`src/edge_detect_3x3_stream_assert.svh`:
```
// ----------------------------------------------------------------------------
// edge detector assertion macros
// shared assertion forms for the edge detector top level
// ----------------------------------------------------------------------------
`ifndef EDGE_DETECT_3X3_STREAM_ASSERT_SVH
`define EDGE_DETECT_3X3_STREAM_ASSERT_SVH

// condition must never hold while out of reset
`define EDS_ASSERT_NEVER(lbl, clk, rst, expr, msg) \
  lbl: assert property (@(posedge clk) disable iff (rst) !(expr)) else $error(msg);

// antecedent implies consequent in the same cycle
`define EDS_ASSERT_IMPLY(lbl, clk, rst, ante, cons, msg) \
  lbl: assert property (@(posedge clk) disable iff (rst) (ante) |-> (cons)) else $error(msg);

`endif

```
`src/eds_fifo.sv`:
```
// ----------------------------------------------------------------------------
// eds_fifo
// two-entry request queue that decouples producer and consumer
// ----------------------------------------------------------------------------
module eds_fifo #(
  parameter int WIDTH = 8
) (
  input  logic             clk,
  input  logic             rst,
  input  logic             push,
  input  logic [WIDTH-1:0] din,
  output logic             full,
  input  logic             pop,
  output logic [WIDTH-1:0] dout,
  output logic             empty
);

  logic [WIDTH-1:0] slot [2];
  logic       wr_ptr;
  logic       rd_ptr;
  logic [1:0] count;
  logic       do_push;
  logic       do_pop;

  assign full    = (count == 2'd2);
  assign empty   = (count == 2'd0);
  assign do_push = push && !full;
  assign do_pop  = pop && !empty;
  assign dout    = slot[rd_ptr];

  // pointers and fill level
  always_ff @(posedge clk) begin
    if (rst) begin
      wr_ptr <= 1'b0;
      rd_ptr <= 1'b0;
      count  <= 2'd0;
    end else begin
      if (do_push) wr_ptr <= ~wr_ptr;
      if (do_pop)  rd_ptr <= ~rd_ptr;
      count <= count + {1'b0, do_push} - {1'b0, do_pop};
    end
  end

  // storage
  always_ff @(posedge clk) begin
    if (do_push) begin
      slot[wr_ptr] <= din;
    end
  end

endmodule

```
`config.mk`:
```
export PLATFORM = sky130hd
export DESIGN_NAME = eds_fifo
export DESIGN_NICKNAME = d
export VERILOG_FILES = /design/src/edge_detect_3x3_stream_assert.svh /design/src/eds_fifo.sv
export SDC_FILE = /design/constraint.sdc
export NUM_CORES = 1
export LEC_CHECK = 0
export ABC_AREA = 1
export BUFFER_PORTS_ARGS = -buffer_cell sky130_fd_sc_hd__buf_2
export CAP_MARGIN = 30
export CORE_MARGIN = 2
export CORE_UTILIZATION = 46
export DETAILED_ROUTE_END_ITERATION = 8
export GPL_ROUTABILITY_DRIVEN = 0
export PLACE_DENSITY = 0.71
export SKIP_CTS_REPAIR_TIMING = 1
export SYNTH_ARGS = -nofsm -noshare
export SYNTH_HDL_FRONTEND = slang
export SYNTH_SLANG_ARGS = --single-unit
export TNS_END_PERCENT = 5
```
`constraint.sdc`:
```
create_clock -name clk -period 2.65 [get_ports clk]
set_clock_uncertainty 0.05 [all_clocks]
set_input_delay 0.53 -clock clk [delete_from_list [all_inputs] [get_ports clk]]
set_output_delay 0.53 -clock clk [all_outputs]
set_load 0.01 [all_outputs]
```
==> impl_metrics.yaml <==
floorplanning:
  floorplan.initialDensity_pct: 49.7
  die_y_um: 47.4
  die_w_um: 47.4
  pin_count: 22
  rows: 15
  core_area_mm2: 0.00175
  fp.dieArea_mm2: 0.00225
yosys:
  synth_nets: 78
  synth_cell_types: 11
  synth_area_um2: 868
  synth_top_cell_by_area: "edfxtp_1"
  synth-seq-cells: 21
  synth_cells: 64
  yosys_warnings: 0
  synth_seq_area_share_pct: 66.9
  synth.area.top_cells: "edfxtp_1 (55%), mux2_4 (14%), dfxtp_1 (12%), inv_1 (4.3%), nand2_1 (3.5%)"
  avgSynthCellArea_um2: 13.6
  synth_top_area_share_pct: 55.3
timing:
  fin_crit_ns: 1.99
  setup-tns-final_ns: 0
  tightest_slew_ns: 0.707
  max-slew-margin-rel_pct: 52.7
  max_freq_mhz: 503
  worst_hold_slack_ns: 0.348
  rsz0062_at_grt: "false"
  setup_viol: 0
  finalCritPeriodShare_pct: 75.0
  drv_slew: 0
  hold_viol: 0
  worst_slack_ns: 0.664
layout:
  final_net_count: 103
  stdcell_area_mm2: 0.00102
  syn2layout_area_growth_pct: 17.4
  drive_gt1_share_pct: 38.6
  final_util_pct: 58.4
  final_common_cell: "buf_2"
  antenna_cells: 0
  mostFrequentLayoutCells: "buf_2 (21), edfxtp_1 (16), inv_1 (10), nand2_1 (8), mux2_4 (8)"
global_routing:
  grt_max_degree: 12
  grt_use_total_pct: 12.5
  antenna_found_initial: 0
  grt-ovfl-total: 0
  grt_pass1_wl_mm: 1.81
  grt_pass1_vias: 450
power:
  power_density_mw_per_mm2: 900
  vdd_ir_drop_max_mv: 0.479
  power.leakage_uw: 0.000459
route:
  postRouteAntennaNets: 0
  vias: 518
  drc_errors: 0
  vias_per_cell: 4.58
  post_drt_wl_per_cell_um: 10.7
  drt-total-wl_mm: 1.20
  drtIter0Drc: 2
  first_pass_iters: 2
critical_path:
  arrival_ns: 1.41
  worst_setup_path_start_kind: "flop"
  end_kind: "output pin"
  worst-setup-path-type: "flop to output pin"
  crit_end: "dout[5]"
  ff2ff_path_depth: 10
  reg2reg_from: "count[0]"
  reg2reg_to: "count[1]"
  cp.required_ns: 2.07
  cp_max_fo: 8
  r2r_slack_ns: 0.99
status:
  status: "finished, final reports clean"
place:
  place_area_um2: 993
  dp_hpwl_um: 944
  dp_slack_ns: 0.918
  io_buffers: 21
clock_network:
  worstSkewPairLatency_ns: 0.29
  cts_tree: "built"
  cts_buffers: 3
  cts_max_level: 1
  clk_path_buf_depth: 2
  cts.reportedPaths.clkPinSlew_ns: 0.10
  clockRootBuffer: "clkbuf_4"
  cts.sink_count: 21
run:
  max_cap_viol_count: 0
min_path:
  worstHoldStart: "rst"
  worstHoldPathType: "input port to flop"
  worstHoldPathCells: 2
-- metrics by stage --
stage	std cells	power, uW
after CTS	113	935
after floorplan	64	698
after detailed placement	109	791
final	113	917
after global routing	113	988
after global placement	109	776
-- flip-flops by register name (all words and copies together) (netlist names), named ones only --
signal  flops
count       2
rd_ptr      1
slot       16
wr_ptr      1
-- worst max-delay path: stages (launching register included) --
cell and delay (ns):
dfxtp_1 0.64, mux2_4 0.34, buf_2 0.14
-- cell type report --
cell class | instances | area [um2]
fillers | 145 | 726
flip-flops and latches | 21 | 581
multi-input cells | 32 | 239
repair buffers | 21 | 105
inverters | 10 | 37.5
well taps | 25 | 31.3
clock buffers | 4 | 26.3
-- per-layer routing --
layer	global-route usage (%)	wire length [um]	part of all wire, %	up-vias
met4	8.33	11	0.91	0
met1	13.6	488	41	236
met2	20.8	617	51	15
li1	-	-	-	265
met3	3.77	87	7.2	2
met5	0	0	0	-
-- how the worst min path moves through the flow --
stage,to,slack (ns)
3_3_place_gp,wr_ptr,0.44
2_1_floorplan,flop,0.42
4_1_cts,count[0],0.33
5_1_grt,count[0],0.33
6_report,count[0],0.35
3_5_place_dp,rd_ptr,0.44
-- where the power goes --
group          switching, uW  internal, uW  total, uW
Combinational            155           151        307
Sequential              45.0           424        469
Clock                   83.7          58.5        142
-- synth_stat cells (all sizes together) --
| library cell | count |
|---|---|
| nand3 | 3 |
| nor2 | 9 |
| mux2 | 8 |
| a21oi | 2 |
| dfxtp | 5 |
| nand2 | 8 |
| ha | 2 |
| buf | 1 |
| edfxtp | 16 |
| inv | 10 |
-- cells by family after synthesis --
kind of cell	count (synthesis)	share of synthesized area, %
AO/OA/AOI/OAI	2	1.15
adder cells (fa/ha/maj)	2	2.88
buffers and inverters	11	5.62
flip-flops	21	66.9
multiplexers	8	13.8
AND/OR/NAND/NOR	20	9.65
Note: power is estimated with default switching activity, not from simulation.
