### config.mk
export PLATFORM = sky130hd
export DESIGN_NAME = eds_front
export DESIGN_NICKNAME = d
export VERILOG_FILES = /design/src/edge_detect_3x3_stream_assert.svh /design/src/eds_pkg.sv /design/src/eds_fifo.sv /design/src/eds_front.sv
export SDC_FILE = /design/constraint.sdc
export NUM_CORES = 1
export LEC_CHECK = 0
export ABC_AREA = 1
export ABC_CLOCK_PERIOD_IN_PS = 1500
export BUFFER_PORTS_ARGS = -buffer_cell sky130_fd_sc_hd__buf_2
export CAP_MARGIN = 20
export CORE_MARGIN = 3
export CORE_UTILIZATION = 35
export DETAILED_ROUTE_END_ITERATION = 7
export GPL_TIMING_DRIVEN = 0
export PLACE_DENSITY = 0.61
export SYNTH_ARGS = -nofsm -noshare
export SYNTH_HDL_FRONTEND = slang
export SYNTH_SLANG_ARGS = --single-unit
### constraint.sdc
create_clock -name clk -period 1.5 [get_ports clk]
set_clock_uncertainty 0.1 [all_clocks]
set_input_delay 0.075 -clock clk [delete_from_list [all_inputs] [get_ports clk]]
set_output_delay 0.075 -clock clk [all_outputs]
set_load 0.1 [all_outputs]
### src/edge_detect_3x3_stream_assert.svh
// ----------------------------------------------------------------------------
// edge detector assertion macros
// shared assertion forms for the edge detector top level
// ----------------------------------------------------------------------------
`ifndef EDGE_DETECT_3X3_STREAM_ASSERT_SVH
`define EDGE_DETECT_3X3_STREAM_ASSERT_SVH

// condition must never hold while out of reset
`define EDS_ASSERT_NEVER(lbl, clk, rst, expr, msg) \
  lbl: assert property (@(posedge clk) disable iff (rst) !(expr)) else $error(msg);

// antecedent implies consequent in the same cycle
`define EDS_ASSERT_IMPLY(lbl, clk, rst, ante, cons, msg) \
  lbl: assert property (@(posedge clk) disable iff (rst) (ante) |-> (cons)) else $error(msg);

`endif

### src/eds_pkg.sv
// ----------------------------------------------------------------------------
// eds_pkg
// types, register indexes, operator codes and kernel tables of the edge detector
// ----------------------------------------------------------------------------
package eds_pkg;

  // input request payload
  typedef struct packed {
    logic [7:0] pixel_value;
    logic       drain;
  } pix_in_t;

  // result payload
  typedef struct packed {
    logic [7:0]  edge_value;
    logic [15:0] out_row;
    logic [10:0] out_col;
    logic        frame_last;
  } pix_out_t;

  // configuration registers as seen by the back end
  typedef struct packed {
    logic [11:0] image_width;
    logic [15:0] image_height;
    logic [1:0]  edge_operator;
  } cfg_t;

  // register indexes
  localparam logic [1:0] REG_IMAGE_WIDTH   = 2'd0;
  localparam logic [1:0] REG_IMAGE_HEIGHT  = 2'd1;
  localparam logic [1:0] REG_EDGE_OPERATOR = 2'd2;

  // operator codes
  localparam logic [1:0] OP_ROBERTS   = 2'd0;
  localparam logic [1:0] OP_SOBEL     = 2'd1;
  localparam logic [1:0] OP_PREWITT   = 2'd2;
  localparam logic [1:0] OP_LAPLACIAN = 2'd3;

  // reset values of the registers
  localparam logic [11:0] RST_IMAGE_WIDTH   = 12'd640;
  localparam logic [15:0] RST_IMAGE_HEIGHT  = 16'd480;
  localparam logic [1:0]  RST_EDGE_OPERATOR = OP_SOBEL;

  localparam int unsigned CFG_DATA_W = 16;
  localparam logic [7:0]  PIX_MAX = 8'd255;

  // kernels per operator, window order top-left .. bottom-right
  localparam logic signed [4:0] KER_X [4][9] = '{
    '{-5'sd1, 5'sd0, 5'sd0, 5'sd0, 5'sd1, 5'sd0, 5'sd0, 5'sd0, 5'sd0},
    '{-5'sd1, -5'sd2, -5'sd1, 5'sd0, 5'sd0, 5'sd0, 5'sd1, 5'sd2, 5'sd1},
    '{-5'sd1, -5'sd1, -5'sd1, 5'sd0, 5'sd0, 5'sd0, 5'sd1, 5'sd1, 5'sd1},
    '{-5'sd1, -5'sd1, -5'sd1, -5'sd1, 5'sd8, -5'sd1, -5'sd1, -5'sd1, -5'sd1}
  };
  localparam logic signed [4:0] KER_Y [4][9] = '{
    '{5'sd0, 5'sd0, -5'sd1, 5'sd0, 5'sd1, 5'sd0, 5'sd0, 5'sd0, 5'sd0},
    '{5'sd1, 5'sd0, -5'sd1, 5'sd2, 5'sd0, -5'sd2, 5'sd1, 5'sd0, -5'sd1},
    '{5'sd1, 5'sd0, -5'sd1, 5'sd1, 5'sd0, -5'sd1, 5'sd1, 5'sd0, -5'sd1},
    '{5'sd0, 5'sd0, 5'sd0, 5'sd0, 5'sd0, 5'sd0, 5'sd0, 5'sd0, 5'sd0}
  };

endpackage

### src/eds_fifo.sv
// ----------------------------------------------------------------------------
// eds_fifo
// two-entry request queue that decouples producer and consumer
// ----------------------------------------------------------------------------
module eds_fifo #(
  parameter int WIDTH = 8
) (
  input  logic             clk,
  input  logic             rst,
  input  logic             push,
  input  logic [WIDTH-1:0] din,
  output logic             full,
  input  logic             pop,
  output logic [WIDTH-1:0] dout,
  output logic             empty
);

  logic [WIDTH-1:0] slot [2];
  logic       wr_ptr;
  logic       rd_ptr;
  logic [1:0] count;
  logic       do_push;
  logic       do_pop;

  assign full    = (count == 2'd2);
  assign empty   = (count == 2'd0);
  assign do_push = push && !full;
  assign do_pop  = pop && !empty;
  assign dout    = slot[rd_ptr];

  // pointers and fill level
  always_ff @(posedge clk) begin
    if (rst) begin
      wr_ptr <= 1'b0;
      rd_ptr <= 1'b0;
      count  <= 2'd0;
    end else begin
      if (do_push) wr_ptr <= ~wr_ptr;
      if (do_pop)  rd_ptr <= ~rd_ptr;
      count <= count + {1'b0, do_push} - {1'b0, do_pop};
    end
  end

  // storage
  always_ff @(posedge clk) begin
    if (do_push) begin
      slot[wr_ptr] <= din;
    end
  end

endmodule

### src/eds_front.sv
// ----------------------------------------------------------------------------
// eds_front
// accepts input requests, turns drain requests into zero pixels and queues them
// ----------------------------------------------------------------------------
module eds_front
  import eds_pkg::*;
(
  input  logic       clk,
  input  logic       rst,
  input  logic       push,
  input  pix_in_t    item,
  output logic       full,
  input  logic       take,
  output logic       px_valid,
  output logic [7:0] px
);

  logic [7:0] px_cls;
  logic       q_empty;

  // a drain request carries a zero pixel
  assign px_cls   = item.drain ? 8'd0 : item.pixel_value;
  assign px_valid = !q_empty;

  eds_fifo #(.WIDTH(8)) u_queue (
    .clk   (clk),
    .rst   (rst),
    .push  (push),
    .din   (px_cls),
    .full  (full),
    .pop   (take),
    .dout  (px),
    .empty (q_empty)
  );

endmodule

==> results of run 1 <==
synth_stat cells, types with 2 or more instances:
cell	n
inv_1	18
edfxtp_1	16
nor2_1	16
mux2_4	8
nand2_1	7
dfxtp_1	5
nand3_1	3
a21oi_1	2
ha_1	2
metrics by stage:
stage               instances  utilization  power (µW)  instance area [µm²]  hold slack, ps
floorplan                  81            -        1934                934.6           46.22
global placement          132       0.4309        2081                 1077           146.1
detailed placement        132       0.4309        2093                 1077           149.9
CTS                       143       0.4980        2527                 1245          0.1471
global route              145       0.5375        2838                 1344           8.056
finish                    145       0.5375        2706                 1344           2.690
critical path: cells and delay by family, from the launching register on:
kind,cells,cell delay (ps)
compound gates,1,120
simple gates,4,240
buf+inv,2,90
fa+ha+maj,2,440
flops,1,380
layout by cell type (no fill, tap or decap), types with 4 or more instances in the layout:
cell	synthesis	layout
nor2_1	16	14
buf_2	0	12
buf_12	0	4
nand2_2	1	4
buf_8	0	5
nand2_1	7	4
inv_1	18	16
edfxtp_1	16	16
dlygate4sd3_1	0	9
mux2_4	8	8
registers in the layout (all words and copies together), names as in the netlist, named ones only:
register and count:
u_queue.count 2, u_queue.rd_ptr 1, u_queue.slot 16, u_queue.wr_ptr 1
cell type report:
type | count | area share
Buffer | 2 | 0.01397
Clock buffer | 3 | 0.01676
Clock inverter | 1 | 0.003724
Inverter | 18 | 0.05028
Multi-Input combinational cell | 40 | 0.2290
Sequential cell | 21 | 0.4367
Tap cell | 30 | 0.02793
Timing Repair Buffer | 30 | 0.2216
logic make-up after synthesis:
family / after synthesis
muxes: 8
AOI/OAI and AO/OA: 2
and+or+nand+nor: 28
adders and majority gates: 2
buffers and inverters: 20
DFF: 21
power by group through the flow:
stage	Clock, µW	Combinational (µW)	Sequential [µW]
2_1_floorplan	0	1130	802
3_3_place_gp	0	1270	809
3_5_place_dp	0	1280	812
4_1_cts	278	1430	823
5_1_grt	302	1700	837
6_report	267	1610	828
worst paths after layout:
path	slack, ps	startpoint	cells past startpoint	to
worst max-delay path	40	u_queue.count[1]$_SDFF_PP0_	9	u_queue.count[1]$_SDFF_PP0_
worst min register to register	420	u_queue.rd_ptr$_SDFFE_PP0P_	2	flip-flop
worst max register to register	40	u_queue.count[1]$_SDFF_PP0_	9	u_queue.count[1]$_SDFF_PP0_
worst min-delay path	3	item[4]	3	u_queue.slot[1][3]$_DFFE_PP_
timing repair:
action | 4_1_cts | 5_1_grt
pin swaps | 1 | 4
hold buffers | 7 | 2
gates resized for setup | 24 | 21
endpoints found under the setup margin | 17 | 17
hold endpoints to repair | 13 | 4
routing by layer:
| layer | vias up | wire (µm) | global-route usage |
|---|---|---|---|
| met5 | - | 0 | 0 |
| met4 | 0 | 7 | 0.01987 |
| met3 | 2 | 104 | 0.04299 |
| met2 | 19 | 762 | 0.1645 |
| met1 | 296 | 632 | 0.09770 |
| li1 | 323 | - | - |
==> results.txt, run 1 <==
----------------------------------------------------
[Routing]
  Total number of vias ... 640
  Final routed wirelength across all metal layers ... 1.507 mm
  Antenna Violating Nets Remaining ... 0
  DRC ... 0
  First-pass DRT Iterations ... 4
  Routed length per instance ... 10.39 µm
  Via/cell ratio ... 4.414
  Number of DRC markers after the initial detailed-route iteration ... 6

[Layout]
  Number of nets in the final layout ... 131
  Post-synthesis to final-layout area growth ... 44.16%
  Multi-input gate area in the final layout ... 307.8 µm²
  Share of cells above drive strength 1 ... 0.4261
  Antenna Diode Count ... 0
  Filler cells ... 220
  Footprint of the flip-flops and latches ... 586.8 µm²

[Synth]
  Synthesized netlist cell count ... 81
  Synth top area share ... 0.5154
  Main combinational cell family by area after synthesis ... multiplexers
  Fraction of the mapped netlist area in simple logic gates ... 0.1221
  Synthesized area ... 932.1 µm²
  Number of library cell types mapped by synthesis ... 13
  Post-synthesis xor/xnor area fraction ... 0
  Portion of netlist area occupied by mux cells ... 0.1289
  Primary flip-flop cell chosen by synthesis mapping ... edfxtp_1
  Largest area contributor in the synthesized netlist ... edfxtp_1
  Total of flip-flops plus latches after synthesis ... 21
  Fraction of synthesis flops using an asynchronous set or reset pin ... 0
  Post-Synthesis Mean Instance Area ... 11.51 µm²
  Synthesized Nets ... 96
  Warnings, synthesis ... 0
  Count of flip-flops with a built-in enable after synthesis ... 16
  Synthesized-area fraction occupied by ao, oa, aoi and oai cells ... 0.01074
  Seq/Total Area, Yosys ... 0.6228
  Top post-synthesis cells by area ... edfxtp_1 (52%), mux2_4 (13%), dfxtp_1 (11%), inv_1 (7.2%), nor2_1 (6.4%)
  Area share of fa/ha/maj cells after synthesis ... 0.02685

[STA]
  Worst slew margin relative to its limit ... 0.6783
  Hold violation total from the final report ... 0
  Setup slack after layout ... 42.61 ps
  Setup repair after global routing missed its margin ... yes
  Post-Route Setup TNS ... 0 ps
  Final clock period utilization by the worst path ... 0.9716
  Number of setup violations in the final report ... 0
  Least-Margin Pin Slew ... 485.9 ps
  Final critical delay including setup and external delays ... 1457 ps
  Pins Over Slew Limit ... 0
  Top achievable clock speed ... 0.6862 GHz

[Power and ir drop]
  Proportion of power drawn by combinational gates ... 0.595
  Power density over the cells ... 2014 nW/µm²
  Sw frac ... 0.4808
  Maximum ir drop on the vdd rail ... 1513 µV
  Net switching power ... 1301 µW
  Pleak ... 0.0006143 µW
  Clock network fraction of total power ... 0.099
  Internal power ... 1405 µW
  Sequential group share of total power ... 0.306

[Global route]
  Global-route usage over all layers ... 0.09185
  GRT Residual Overflow ... 0
  Vias in the first global route ... 574
  First-pass GRT wire length ... 2.304 mm
  Number of antenna violations at the first check in global routing ... 0
  Pin count of the biggest net entering global routing ... 13

[Die]
  Placeable core region ... 2500 µm²
  X dimension of the die ... 57.61 µm
  Number of placed I/O pins ... 23
  Chip height ... 57.61 µm
  Initial cell density of the core ... 0.3729
  Row count ... 18
  Die Outline Area ... 3318 µm²

[Run status]
  Status ... complete, no violations

[Hold path]
  Hold crit path type ... in2reg

[Critical path]
  Most prevalent standard cell on the critical path ... inv_2
  Critical Path, Cell by Cell ... nor2_4, nor2_2, ha_1, inv_2, ha_4, inv_2, nand2_2, a21oi_2, nor2_1
  Category of the worst setup path capture point ... flip-flop
  Type of the worst setup path ... reg2reg
  Biggest cell delay along the critical path ... 380 ps
  Startpoint type of the worst setup path ... flip-flop
  Worst endpoint data arrival time ... 1560 ps
  Maximum fanout encountered on the critical timing path ... 4
  Worst Path Required ... 1610 ps
  CP max-delay cell ... dfxtp_4

[Placement]
  Port-buffer cells ... 21
  Placement Setup Slack ... -50.81 ps
  Last weighted congestion value of the routability-driven placer ... 0.6619
  Post-DP HPWL ... 1.040 mm

[Clock network]
  Post-CTS clock slew at the launch and capture registers of the worst setup and hold paths ... 110 ps
  Setup bufs post-CTS ... 0
  Clk root buf ... clkbuf_4
  H-tree lvl count ... 1
  CTS tree ... built
  Total number of clock tree sinks ... 21
  Number of buffers added by the clock tree synthesis step ... 3
  Worst-Skew Late Latency ... 300 ps
  Maximum clock insertion buffer count ... 2

[Flow run]
  Number of max-cap violations ... 0

----------------------------------------------------
Note: power is estimated with default switching activity, not from simulation.
==> run 2: changes to the inputs <==
ABC_CLOCK_PERIOD_IN_PS = 1600   (was 1500)
PLACE_DENSITY = 0.59   (was 0.61)
clock period = 1.6 ns   (was 1.5 ns; I/O delays follow)
==> results.txt, run 2 (same netlist as run 1, synthesis figures left out) <==
----------------------------------------------------
[Run status]
  Status ... complete, no violations

[STA]
  Pins Over Slew Limit ... 0
  Final clock period utilization by the worst path ... 0.9471
  Setup slack after layout ... 84.61 ps
  Hold violation total from the final report ... 0
  Number of setup violations in the final report ... 0
  Worst slew margin relative to its limit ... 0.6777
  Setup repair after global routing missed its margin ... no
  Least-Margin Pin Slew ... 486.7 ps
  Final critical delay including setup and external delays ... 1515 ps
  Top achievable clock speed ... 0.6599 GHz

[Critical path]
  Worst endpoint data arrival time ... 1340 ps
  CP max-delay cell ... dfxtp_1
  Worst Path Required ... 1420 ps
  Biggest cell delay along the critical path ... 340 ps
  Worst-case register-to-register setup slack ... 120 ps
  Startpoint type of the worst setup path ... flip-flop
  Critical Path, Cell by Cell ... buf_6, mux2_4, buf_4
  Type of the worst setup path ... reg2out
  Maximum fanout encountered on the critical timing path ... 8
  Category of the worst setup path capture point ... primary output

[Routing]
  Antenna Violating Nets Remaining ... 0
  Total number of vias ... 610
  First-pass DRT Iterations ... 4
  DRC ... 0
  Routed length per instance ... 10.60 µm
  Number of DRC markers after the initial detailed-route iteration ... 17
  Via/cell ratio ... 4.296
  Final routed wirelength across all metal layers ... 1.505 mm

[Clock network]
  CTS tree ... built
  Maximum clock insertion buffer count ... 2
  Total number of clock tree sinks ... 21
  Post-CTS clock slew at the launch and capture registers of the worst setup and hold paths ... 120 ps
  Clk root buf ... clkbuf_4
  Worst-Skew Late Latency ... 300 ps
  H-tree lvl count ... 1
  Number of buffers added by the clock tree synthesis step ... 3

[Layout]
  Number of nets in the final layout ... 128
  Utilization after layout ... 0.4850
  Footprint of the flip-flops and latches ... 581.8 µm²
  Largest registers ... u_queue.slot: 16 flops, u_queue.count: 2 flops
  Multi-input gate area in the final layout ... 297.8 µm²
  Largest register FFs ... 16
  Share of cells above drive strength 1 ... 0.3929
  Highest-count cells in the layout ignoring fill and taps ... inv_1 (17), edfxtp_1 (16), nor2_1 (15)
  Filler cells ... 234
  Most flops, register ... u_queue.slot
  Commonest non-fill, non-tap cell in the layout ... inv_1
  Antenna Diode Count ... 0
  Post-synthesis to final-layout area growth ... 30.07%

[Global route]
  GRT Residual Overflow ... 0
  First-pass GRT wire length ... 2.352 mm
  Pin count of the biggest net entering global routing ... 13
  Global-route usage over all layers ... 0.09575
  Vias in the first global route ... 569
  Number of antenna violations at the first check in global routing ... 0

[Die]
  Row count ... 18
  Placeable core region ... 2500 µm²
  Number of placed I/O pins ... 23
  Initial cell density of the core ... 0.3729
  Die Outline Area ... 3318 µm²
  X dimension of the die ... 57.61 µm
  Chip height ... 57.61 µm

[Placement]
  Port-buffer cells ... 21
  Post-DP HPWL ... 1.055 mm
  Last weighted congestion value of the routability-driven placer ... 0.7282
  Placement Setup Slack ... -2.097 ps

[Flow run]
  Number of max-cap violations ... 0

[Power and ir drop]
  Power density over the cells ... 1910 nW/µm²
  Maximum ir drop on the vdd rail ... 974.8 µV
  Pleak ... 0.0005704 µW

[Hold path]
  Hold crit path type ... in2reg

----------------------------------------------------
-- run 2: metal layers --
layer,up-vias,GRT usage,part of all wire
met5,-,0,0
met4,0,0.04967,0.0080
met3,2,0.02036,0.055
met2,15,0.1581,0.49
met1,276,0.1169,0.45
li1,317,-,-
-- run 2: worst paths after layout --
| check | from | end | cells past startpoint |
|---|---|---|---|
| worst max-delay path | flip-flop | px[7] | 3 |
| worst min-delay path | item[7] | u_queue.slot[0][6]$_DFFE_PP_ | 3 |
| worst max register to register | u_queue.count[1]$_SDFF_PP0_ | u_queue.count[1]$_SDFF_PP0_ | 10 |
| worst min register to register | u_queue.rd_ptr$_SDFFE_PP0P_ | flip-flop | 2 |
-- run 2: critical path: cells and delay by family (launching register included) --
| kind | cells | cell delay, ps |
|---|---|---|
| flops | 1 | 340 |
| mux | 1 | 300 |
| buf+inv | 2 | 390 |
-- run 2: where the power goes --
group / leakage [µW] / internal (µW) / switching, µW
Clock: 0.0000177 / 93.1 / 162
Sequential: 0.000195 / 708 / 48.9
Combinational: 0.000358 / 342 / 962
Total: 0.000570 / 1140 / 1170
-- run 2: per-stage QoR --
step	cells	power [µW]	hold slack [ps]	setup TNS (ps)	area [µm²]
floorplan	81	1806	51.22	0	932.1
global placement	132	1943	151.9	0	1075
detailed placement	132	1961	154.9	-15.70	1075
CTS	142	2227	0.09814	0	1165
global route	142	2427	21.17	0	1212
finish	142	2316	7.312	0	1212
-- run 2: layout make-up --
type | count | area share
timing repair buffer | 27 | 0.1527
tap | 30 | 0.03096
multi-input combinational | 40 | 0.2456
clock buffer | 3 | 0.01858
clock inverter | 1 | 0.004128
sequential | 21 | 0.4799
buffer | 2 | 0.01238
inverter | 18 | 0.05573
-- run 2: timing repair --
action / CTS / global route
hold endpoints to repair: 11 / 0
resized for setup: 1 / 24
setup buffers: 0 / 0
hold buffers: 6 / 0
pin swaps: 0 / 3
setup endpoints to repair: 8 / 9
